<file path="config.mk">
export PLATFORM = sky130hd
export DESIGN_NAME = fifo_associative_cache_lookup_core
export DESIGN_NICKNAME = d
export VERILOG_FILES = /design/src/sv/facl_pkg.sv /design/src/sv/facl_ram.sv /design/src/sv/fifo_associative_cache_lookup_core.sv
export SDC_FILE = /design/constraint.sdc
export NUM_CORES = 2
export LEC_CHECK = 0
export BUFFER_PORTS_ARGS = -buffer_cell sky130_fd_sc_hd__buf_2
export CAP_MARGIN = 20
export CORE_AREA = 5 5 471 473
export DETAILED_ROUTE_END_ITERATION = 8
export DIE_AREA = 0 0 476 478
export SYNTH_ARGS = -nofsm -noshare
export SYNTH_HDL_FRONTEND = slang
export SYNTH_SLANG_ARGS = --single-unit
</file>
<file path="constraint.sdc">
create_clock -name clk -period 8.4 [get_ports clk]
set_clock_uncertainty 0.05 [all_clocks]
set_input_delay 1.68 -clock clk [delete_from_list [all_inputs] [get_ports clk]]
set_output_delay 1.68 -clock clk [all_outputs]
set_load 0.02 [all_outputs]
</file>
<file path="src/sv/facl_pkg.sv">
// facl_pkg: shared types and constants for the fifo associative cache lookup block
// no dependencies; imported by the core
`default_nettype none

package facl_pkg;

  localparam int CACHE_SLOTS_DEF = 16;
  localparam int STORE_DEPTH_DEF = 128;
  localparam int VALUE_BITS_DEF  = 16;

  localparam int INDEX_W = 7;
  localparam int ITEM_W  = 16;
  localparam int STAT_W  = 2;
  localparam int SLOT_W  = 4;

  localparam logic ACT_LOAD = 1'b0;
  localparam logic ACT_READ = 1'b1;

  localparam logic [STAT_W-1:0] ST_HIT       = 2'd0;
  localparam logic [STAT_W-1:0] ST_FILLED    = 2'd1;
  localparam logic [STAT_W-1:0] ST_NOT_FOUND = 2'd2;

  typedef struct packed {
    logic               action;
    logic [INDEX_W-1:0] store_index;
    logic [ITEM_W-1:0]  item_value;
  } req_t;

  typedef struct packed {
    logic [STAT_W-1:0]  status;
    logic [SLOT_W-1:0]  cache_slot;
    logic [INDEX_W-1:0] found_index;
  } rsp_t;

endpackage

`default_nettype wire

</file>
<file path="src/sv/facl_ram.sv">
// facl_ram: generic single write port, single read port ram with registered read
// no dependencies
`default_nettype none

module facl_ram #(
  parameter int WIDTH = 16,
  parameter int DEPTH = 128
) (
  input  logic                     clk,
  input  logic                     we,
  input  logic [$clog2(DEPTH)-1:0] waddr,
  input  logic [WIDTH-1:0]         wdata,
  input  logic [$clog2(DEPTH)-1:0] raddr,
  output logic [WIDTH-1:0]         rdata
);

  logic [WIDTH-1:0] mem [DEPTH];

  always_ff @(posedge clk) begin
    if (we) begin
      mem[waddr] <= wdata;
    end
    rdata <= mem[raddr];
  end

endmodule

`default_nettype wire

</file>
<file path="src/sv/fifo_associative_cache_lookup_core.sv">
// fifo_associative_cache_lookup_core: fully associative cache with round-robin fill
// in front of a content-searched backing store; uses facl_pkg and facl_ram
`default_nettype none

// After reset the block writes the backing store's initial contents and takes
// no item until that is done. A load item is written to the backing store as it
// is taken. A read walks the cache slots through one comparator, one slot a
// cycle; a miss then scans the backing store ram one word a cycle through the
// same comparator. The result sits in an output register, so the next item is
// taken while it waits.
module fifo_associative_cache_lookup_core #(
  parameter int CACHE_SLOTS = facl_pkg::CACHE_SLOTS_DEF,
  parameter int STORE_DEPTH = facl_pkg::STORE_DEPTH_DEF,
  parameter int VALUE_BITS  = facl_pkg::VALUE_BITS_DEF
) (
  input  logic           clk,
  input  logic           rst,
  input  logic           req_valid,
  output logic           req_ready,
  input  facl_pkg::req_t req,
  output logic           rsp_valid,
  input  logic           rsp_ready,
  output facl_pkg::rsp_t rsp
);

  import facl_pkg::*;

  localparam int SW = $clog2(CACHE_SLOTS);
  localparam int AW = $clog2(STORE_DEPTH);
  localparam logic [SW-1:0] LAST_SLOT = SW'(CACHE_SLOTS - 1);
  localparam logic [AW-1:0] LAST_ADDR = AW'(STORE_DEPTH - 1);
  localparam logic [AW:0]   DEPTH_CNT = (AW+1)'(STORE_DEPTH);

  localparam logic [2:0] S_INIT  = 3'd0;
  localparam logic [2:0] S_IDLE  = 3'd1;
  localparam logic [2:0] S_CSCAN = 3'd2;
  localparam logic [2:0] S_SSCAN = 3'd3;
  localparam logic [2:0] S_DONE  = 3'd4;

  logic [2:0]            state;
  logic [AW:0]           scnt;
  logic                  pend;
  logic [AW-1:0]         paddr;
  logic [SW-1:0]         ccnt;
  logic [SW-1:0]         fill_ptr;
  logic [VALUE_BITS-1:0] val_q;
  logic                  slot_valid [CACHE_SLOTS];
  logic [VALUE_BITS-1:0] slot_value [CACHE_SLOTS];
  logic [AW-1:0]         slot_idx   [CACHE_SLOTS];
  rsp_t                  res;

  logic                  accept;
  logic [31:0]           req_val32;
  logic [31:0]           req_idx32;
  logic [31:0]           init32;
  logic                  load_ok;
  logic                  ram_we;
  logic [AW-1:0]         ram_waddr;
  logic [VALUE_BITS-1:0] ram_wdata;
  logic [VALUE_BITS-1:0] ram_rdata;
  logic [VALUE_BITS-1:0] cmp_b;
  logic                  eq;
  logic                  hit_go;
  logic                  fill_go;
  logic                  done_go;
  logic [31:0]           ccnt32;
  logic [31:0]           cidx32;
  logic [31:0]           fptr32;
  logic [31:0]           paddr32;

  assign req_ready = (state == S_IDLE);
  assign accept    = req_valid && req_ready;
  assign req_val32 = 32'(req.item_value);
  assign req_idx32 = 32'(req.store_index);
  assign load_ok   = req_idx32 < 32'(STORE_DEPTH);
  assign init32    = 32'(STORE_DEPTH) - 32'(scnt);

  assign ram_we    = (state == S_INIT) || (accept && req.action == ACT_LOAD && load_ok);
  assign ram_waddr = (state == S_INIT) ? scnt[AW-1:0] : req_idx32[AW-1:0];
  assign ram_wdata = (state == S_INIT) ? init32[VALUE_BITS-1:0]
                                       : req_val32[VALUE_BITS-1:0];

  facl_ram #(
    .WIDTH(VALUE_BITS),
    .DEPTH(STORE_DEPTH)
  ) u_store (
    .clk  (clk),
    .we   (ram_we),
    .waddr(ram_waddr),
    .wdata(ram_wdata),
    .raddr(scnt[AW-1:0]),
    .rdata(ram_rdata)
  );

  // shared comparator: cache slot during the slot walk, store word during the scan
  assign cmp_b   = (state == S_CSCAN) ? slot_value[ccnt] : ram_rdata;
  assign eq      = (val_q == cmp_b);
  assign hit_go  = (state == S_CSCAN) && slot_valid[ccnt] && eq;
  assign fill_go = (state == S_SSCAN) && pend && eq;
  assign done_go = (state == S_DONE) && (!rsp_valid || rsp_ready);

  assign ccnt32  = 32'(ccnt);
  assign cidx32  = 32'(slot_idx[ccnt]);
  assign fptr32  = 32'(fill_ptr);
  assign paddr32 = 32'(paddr);

  always_ff @(posedge clk) begin
    if (rst) begin
      state     <= S_INIT;
      scnt      <= '0;
      pend      <= 1'b0;
      ccnt      <= '0;
      fill_ptr  <= '0;
      rsp_valid <= 1'b0;
      for (int i = 0; i < CACHE_SLOTS; i++) begin
        slot_valid[i] <= 1'b0;
      end
    end else begin
      if (done_go) begin
        rsp_valid <= 1'b1;
      end else if (rsp_valid && rsp_ready) begin
        rsp_valid <= 1'b0;
      end
      unique case (state)
        S_INIT: begin
          if (scnt[AW-1:0] == LAST_ADDR) begin
            scnt  <= '0;
            state <= S_IDLE;
          end else begin
            scnt <= scnt + 1'b1;
          end
        end
        S_IDLE: begin
          if (accept && req.action == ACT_READ) begin
            ccnt  <= '0;
            state <= S_CSCAN;
          end
        end
        S_CSCAN: begin
          if (hit_go) begin
            state <= S_DONE;
          end else if (ccnt == LAST_SLOT) begin
            scnt  <= '0;
            pend  <= 1'b0;
            state <= S_SSCAN;
          end else begin
            ccnt <= ccnt + 1'b1;
          end
        end
        S_SSCAN: begin
          pend <= (scnt < DEPTH_CNT);
          scnt <= scnt + 1'b1;
          if (fill_go) begin
            slot_valid[fill_ptr] <= 1'b1;
            fill_ptr <= (fill_ptr == LAST_SLOT) ? '0 : fill_ptr + 1'b1;
            state    <= S_DONE;
          end else if (pend && paddr == LAST_ADDR) begin
            state <= S_DONE;
          end
        end
        S_DONE: begin
          if (done_go) begin
            state <= S_IDLE;
          end
        end
        default: begin
          state <= S_IDLE;
        end
      endcase
    end
  end

  always_ff @(posedge clk) begin
    if (accept) begin
      val_q <= req_val32[VALUE_BITS-1:0];
    end
    if (state == S_SSCAN) begin
      paddr <= scnt[AW-1:0];
    end
    if (fill_go) begin
      slot_value[fill_ptr] <= val_q;
      slot_idx[fill_ptr]   <= paddr;
    end
    if (hit_go) begin
      res.status      <= ST_HIT;
      res.cache_slot  <= ccnt32[SLOT_W-1:0];
      res.found_index <= cidx32[INDEX_W-1:0];
    end else if (fill_go) begin
      res.status      <= ST_FILLED;
      res.cache_slot  <= fptr32[SLOT_W-1:0];
      res.found_index <= paddr32[INDEX_W-1:0];
    end else if (state == S_SSCAN) begin
      res.status      <= ST_NOT_FOUND;
      res.cache_slot  <= '0;
      res.found_index <= '0;
    end
    if (done_go) begin
      rsp <= res;
    end
  end

  a_load_no_result: assert property (@(posedge clk) disable iff (rst)
    (accept && req.action == ACT_LOAD) |=> !$rose(rsp_valid))
    else $error("load item produced a result");

  a_fill_ptr_range: assert property (@(posedge clk) disable iff (rst)
    fill_ptr <= LAST_SLOT)
    else $error("fill pointer beyond last slot");

  a_not_found_zero: assert property (@(posedge clk) disable iff (rst)
    (rsp_valid && rsp.status == ST_NOT_FOUND) |-> (rsp.cache_slot == '0 && rsp.found_index == '0))
    else $error("not found result carries nonzero slot or index");

  a_scan_starts_clean: assert property (@(posedge clk) disable iff (rst)
    (state == S_CSCAN && $past(state) == S_IDLE) |-> (ccnt == '0))
    else $error("slot walk did not start at slot zero");

endmodule

`default_nettype wire
</file>
-- After elaboration in Yosys (flattened, before gate mapping)
Memory sizes are Yosys's and may differ from the RTL's. A register that Yosys moved wholly into a read port is not among the register bits.
Cells that the tools add are included.
- add/sub/neg operators: 4
- order comparisons: 2
- equality and inequality tests: 17
- muxes and demuxes: 46
- bitwise gates (word level): 1
- reductions and logical operators: 28
- operators with widths (operator ; number):
    $mux W4 ; 11
    $mux W16 ; 2
    $mux W12 ; 2
    $mux W8 ; 3
    $pmux W8 S3 ; 1
    $mux W3 ; 7
    $eq A16 B16 Y1 ; 1
    $mux W1 ; 15
    $pmux W3 S5 ; 1
    $eq A7 B7 Y1 const B ; 2
    $logic_and A1 B1 Y1 ; 11
    $mux W11 ; 1
    $sub A8 B8 Y9 const A ; 1
    $add A4 B1 Y4 const B ; 2
    $add A8 B1 Y8 const B ; 1
    $eq A4 B4 Y1 const B ; 2
    $lt A7 B8 Y1 const B ; 1
    $lt A8 B8 Y1 const B ; 1
    $pmux W4 S2 ; 1
    $reduce_bool A2 Y1 ; 4
    $mux W7 ; 1
    $eq A3 B2 Y1 const B ; 2
    $ne A2 B1 Y1 const B ; 3
    $ne A2 B2 Y1 const B ; 3
    other kinds (16) ; 19
- bits in registers: 70
- memory bits (writable): 2432
- output and inout port bits: 15
- word-level logic and storage cells: 117
- memories: 4
- memory list (memory ; words ; bits a word ; rd ports ; clocked after Yosys merged registers in ; wr ports ; line ; source):
    u_store.mem ; 128 ; 16 ; 1 ; 1 ; 1 ; facl_ram.sv:17 ; logic [WIDTH-1:0] mem [DEPTH];
    slot_value ; 16 ; 16 ; 1 ; 1 ; 1 ; fifo_associative_cache_lookup_core.sv:48 ; logic [VALUE_BITS-1:0] slot_value [CACHE_SLOTS];
    slot_idx ; 16 ; 7 ; 1 ; 1 ; 1 ; fifo_associative_cache_lookup_core.sv:49 ; logic [AW-1:0] slot_idx [CACHE_SLOTS];
    slot_valid ; 16 ; 1 ; 1 ; 1 ; 16 ; fifo_associative_cache_lookup_core.sv:47 ; logic slot_valid [CACHE_SLOTS];

-- Logic depth before layout (Yosys ltp)
- depth after elaboration: 10
- gate-level depth with buffers: 15
- depth with buffers taken out: 10

-- Cells and area by module
Synthesis repeated with hierarchy kept, for this count alone.
- cell total of the unflattened synthesis: 4129
- area total of the unflattened synthesis: 97114.4 sq um
- modules (own cells, without submodules) (module ; instances ; cells an instance ; area an instance (sq um)):
    facl_ram ; 1 ; 3086 ; 78522.8
    fifo_associative_cache_lookup_core ; 1 ; 1043 ; 18591.6

-- Least setup slack after synthesis
Ideal clock, no wire load.
- path type: reg-to-reg
- start point: reg scnt[0]
- end point: mem u_store.mem[0][6], data pin
- arrival: 7.315 ns
- required time: 7.153 ns
- slack: -0.162 ns
- stages on the path, launching flop included: 11
- buffers on the path: 4
- cell sequence: dfxtp_1 clkbuf_1 clkbuf_1 buf_1 clkbuf_1 inv_1 ha_1 nand2_1 nor3_1 xor2_1 o21ai_0
- word-level cells in the longest chain between the ends: 2
- ends and longest elaborated chain (what ; line ; source):
    from (decl) ; fifo_associative_cache_lookup_core.sv:41 ; logic [AW:0] scnt;
    from (signal assigned) ; fifo_associative_cache_lookup_core.sv:130 ; scnt <= scnt + 1'b1;
    from (signal assigned) ; fifo_associative_cache_lookup_core.sv:152 ; scnt <= scnt + 1'b1;
    $sub A8 B8 Y9 ; fifo_associative_cache_lookup_core.sv:76 ; assign init32 = 32'(STORE_DEPTH) - 32'(scnt);
    $mux W16 ; fifo_associative_cache_lookup_core.sv:80 ; assign ram_wdata = (state == S_INIT) ? init32[VALUE_BITS-1:0]
    via ram_wdata[6] ; fifo_associative_cache_lookup_core.sv:59 ; logic [VALUE_BITS-1:0] ram_wdata;
    to (decl) ; facl_ram.sv:17 ;
The timed path passes the listed nets, and every way through them passes these cells.

==> run_results.csv <==
group,metric,value,unit
sta,timing.final.max_slew_violations,0,
global_routing,global_route_wire_length_before_repair,332000,um
yosys,synth_seq_cells,2522,
placement,hpwlAfterDp,135200,um
setup_path,worst_ep_required_time,8.93,ns
route,post-route-drc-count,0,
yosys,synth.distinct_cells,65,
cts,insertion_delay,0.91,ns
sta,max_slew.worst_pin.slew,1.137,ns
route,initialDrtViolationCount,4786,
sta,finalHoldViolations,0,
route,wl_per_cell,30.65,um
die,core.rowCount,171,
die,core_area,0.2165,mm^2
route,via_count,44980,
route,wirelength,231000,um
hold_path,hold_path_class,"reg2reg",
cts,cts_buffers,275,
pwr,p_leak,33.89,nW
job,max-cap-violations,0,
yosys,synth.cell_area,0.09712,mm^2
sta,total_negative_setup_slacks,0,ns
sta,slew-limit-headroom,0.2419,
route,postRouteAntennaNets,0,
sta,grt_setup_unrepaired,"false",
die,die-area,0.2275,mm^2
yosys,synth_top_flop_cell,"sky130_fd_sc_hd__edfxtp_1",
cts,clk_root_buffer_cell,"sky130_fd_sc_hd__clkbuf_16",
yosys,postSynthAreaPerCell,23.31,um^2
sta,max_freq,189.3,MHz
die,die_y,478,um
cts,clockBufferDepth,4,
global_routing,antenna_found_initial,21,
final_layout,layout.cells.most_common,"sky130_fd_sc_hd__edfxtp_1",
placement,post_dp_cell_area,0.1020,mm^2
yosys,syn-instance-count,4167,
die,start_util,0.4485,
pwr,peakVddDrop,428.2,uV
yosys,async_reset_ff_frac,0,
sta,final_min_period_over_clock_period,0.6289,
setup_path,critical_path.endpoint_type,"flop",
global_routing,global_route.overflow_total,0,
cts,path_clk_slew,0.06,ns
global_routing,track_usage,0.2028,
sta,setup_viol_count_final,0,
final_layout,postLayoutCellArea,0.1104,mm^2
die,die_width,476,um
setup_path,arrival,5.82,ns
sta,whs,0.3708,ns
cts,postCtsSetupRepairBufs,0,
global_routing,first_global_vias,45020,
final_layout,layout-drive-gt1-share,0.3118,
cts,clkSinkCount,2522,
outcome,outcome,"finished clean",
final_layout,area.growth.synth_to_final,13.71,%
sta,timing.final.crit_period,5.283,ns
yosys,synth.yosys.warnings,0,
route,dr.pass1.iters,7,
final_layout,most-common-layout-cells,"sky130_fd_sc_hd__edfxtp_1, sky130_fd_sc_hd__mux4_2, sky130_fd_sc_hd__clkbuf_16, sky130_fd_sc_hd__buf_4, sky130_fd_sc_hd__nor2_1",
pwr,cellPowerDensity,317.3,mW/mm^2
yosys,yosysSeqAreaShare,0.7737,
setup_path,worst_setup_path_start_kind,"flop",
setup_path,worst-path-max-fanout,40,
final_layout,number_of_nets_in_the_layout,4519,
cts,tritoncts,"built",
yosys,synth_edf_count,2463,
global_routing,grt_max_degree,127,
yosys,synthesis.nets,4202,
cts,cts-htree-levels,5,
setup_path,path_class,"reg2reg",
final_layout,fillers,16760,
placement,gpl.final_weighted_congestion,0.8065,
die,ioPinCount,43,
placement,io_buffer_count,42,
cts,total_of_cells_resized_after_clock_tree_synthesis,0,
route,viasPerCell,5.969,
cts,ctsHoldBuffers,0,
-- metal layers --
metal,vias to the layer above,routed length (um),global-route usage
li1,18410,-,-
met1,24360,96580,0.2952
met2,1845,108600,0.3076
met3,362,19920,0.05156
met4,6,5841,0.05584
met5,-,41,0
-- synthesized netlist by cell type (6+ instances only) --
master	count	area [um^2]
sky130_fd_sc_hd__a21oi_1	44	220.2
sky130_fd_sc_hd__a21o_1	11	82.58
sky130_fd_sc_hd__nand2_1	63	236.5
sky130_fd_sc_hd__nand2b_1	11	68.82
sky130_fd_sc_hd__xor2_1	27	236.5
sky130_fd_sc_hd__buf_2	10	50.05
sky130_fd_sc_hd__mux2i_1	71	710.7
sky130_fd_sc_hd__buf_1	44	165.2
sky130_fd_sc_hd__and2_1	14	87.58
sky130_fd_sc_hd__dfxtp_1	59	1181
sky130_fd_sc_hd__a22o_1	17	148.9
sky130_fd_sc_hd__ha_1	7	87.58
sky130_fd_sc_hd__and3_1	13	81.33
sky130_fd_sc_hd__nand4_1	12	75.07
sky130_fd_sc_hd__mux2_2	29	326.6
sky130_fd_sc_hd__xnor2_1	13	113.9
sky130_fd_sc_hd__nor2_1	163	611.8
sky130_fd_sc_hd__o22ai_1	8	50.05
sky130_fd_sc_hd__or3_1	9	56.30
sky130_fd_sc_hd__buf_4	6	45.04
sky130_fd_sc_hd__a221oi_1	6	52.55
sky130_fd_sc_hd__edfxtp_1	2463	73960
sky130_fd_sc_hd__nor4_1	7	43.79
sky130_fd_sc_hd__inv_1	17	63.81
sky130_fd_sc_hd__o21ai_0	29	145.1
sky130_fd_sc_hd__mux4_2	740	16670
sky130_fd_sc_hd__nor3_1	11	55.05
sky130_fd_sc_hd__a22oi_1	18	135.1
sky130_fd_sc_hd__buf_6	10	112.6
sky130_fd_sc_hd__nand3_1	19	95.09
sky130_fd_sc_hd__clkbuf_1	150	563.0
-- power breakdown --
part / total (mW) / leakage, nW / internal [mW] / switching (mW)
Combinational: 7.61 / 6.85 / 2.73 / 4.88
Clock: 11.3 / 4.08 / 6.69 / 4.66
Sequential: 16.1 / 23.0 / 15.9 / 0.194
Total: 35.0 / 33.9 / 25.3 / 9.73
-- final timing paths --
check / slack [ns] / startpoint / to / cells after the start
max: 3.12 / flop / slot_value[12][1] / 11
max reg2reg: 3.12 / flop / slot_value[12][1] / 11
min reg2reg: 0.37 / res[3] / rsp[3] / 0
min: 0.37 / res[3] / rsp[3] / 0
-- per-stage QoR --
step / cells / util / setup slack (ns) / total power [mW]
after floorplan: 4167 / - / 0.01688 / 21.24
after global placement: 7045 / 0.4703 / 3.136 / 23.83
after detailed placement: 7056 / 0.4711 / 3.069 / 24.02
after global routing: 7531 / 0.5100 / 2.893 / 36.30
after CTS: 7522 / 0.5096 / 3.039 / 35.32
final: 7536 / 0.5100 / 3.117 / 35.04
-- cell type report --
class,count,area (um^2),area share
Tap cell,2854,3571,0.03234
Sequential cell,2522,75170,0.6807
Inverter,17,63.81,0.0005778
Clock buffer,362,7480,0.06773
Multi-Input combinational cell,1407,21230,0.1922
Timing Repair Buffer,261,2029,0.01838
Antenna cell,9,22.52,0.0002039
Clock inverter,104,862.1,0.007806
-- cell families after synthesis --
group           after synthesis  synth area share
simple gates                352           0.01729
flops                      2522            0.7737
xor+xnor                     40          0.003607
fa+ha+maj                     7         0.0009018
buf+inv                     238           0.01035
mux                         840            0.1823
compound gates              168           0.01183
-- worst max-delay path, cell delays in order, from the launching register on --
cell and delay (ns):
sky130_fd_sc_hd__dfxtp_4 0.77, sky130_fd_sc_hd__buf_4 0.58, sky130_fd_sc_hd__mux4_2 0.58, sky130_fd_sc_hd__a22oi_1 0.31, sky130_fd_sc_hd__a21o_1 0.16, sky130_fd_sc_hd__a21oi_1 0.11, sky130_fd_sc_hd__nand4b_1 0.31, sky130_fd_sc_hd__nor4b_4 0.33
sky130_fd_sc_hd__buf_4 0.33, sky130_fd_sc_hd__nand3_1 0.28, sky130_fd_sc_hd__nor2_2 0.76, sky130_fd_sc_hd__buf_4 0.37
-- flip-flops by register name, summed over array words and instances (netlist names), named ones only --
signal	flops
paddr	7
fill_ptr	4
ccnt	4
res	13
slot_value	256
val_q	16
pend	1
u_store.rdata	16
state	3
slot_idx	112
rsp_valid	1
rsp	13
scnt	8
slot_valid	16
u_store.mem	2048
Power figures use the tool's default switching activity.
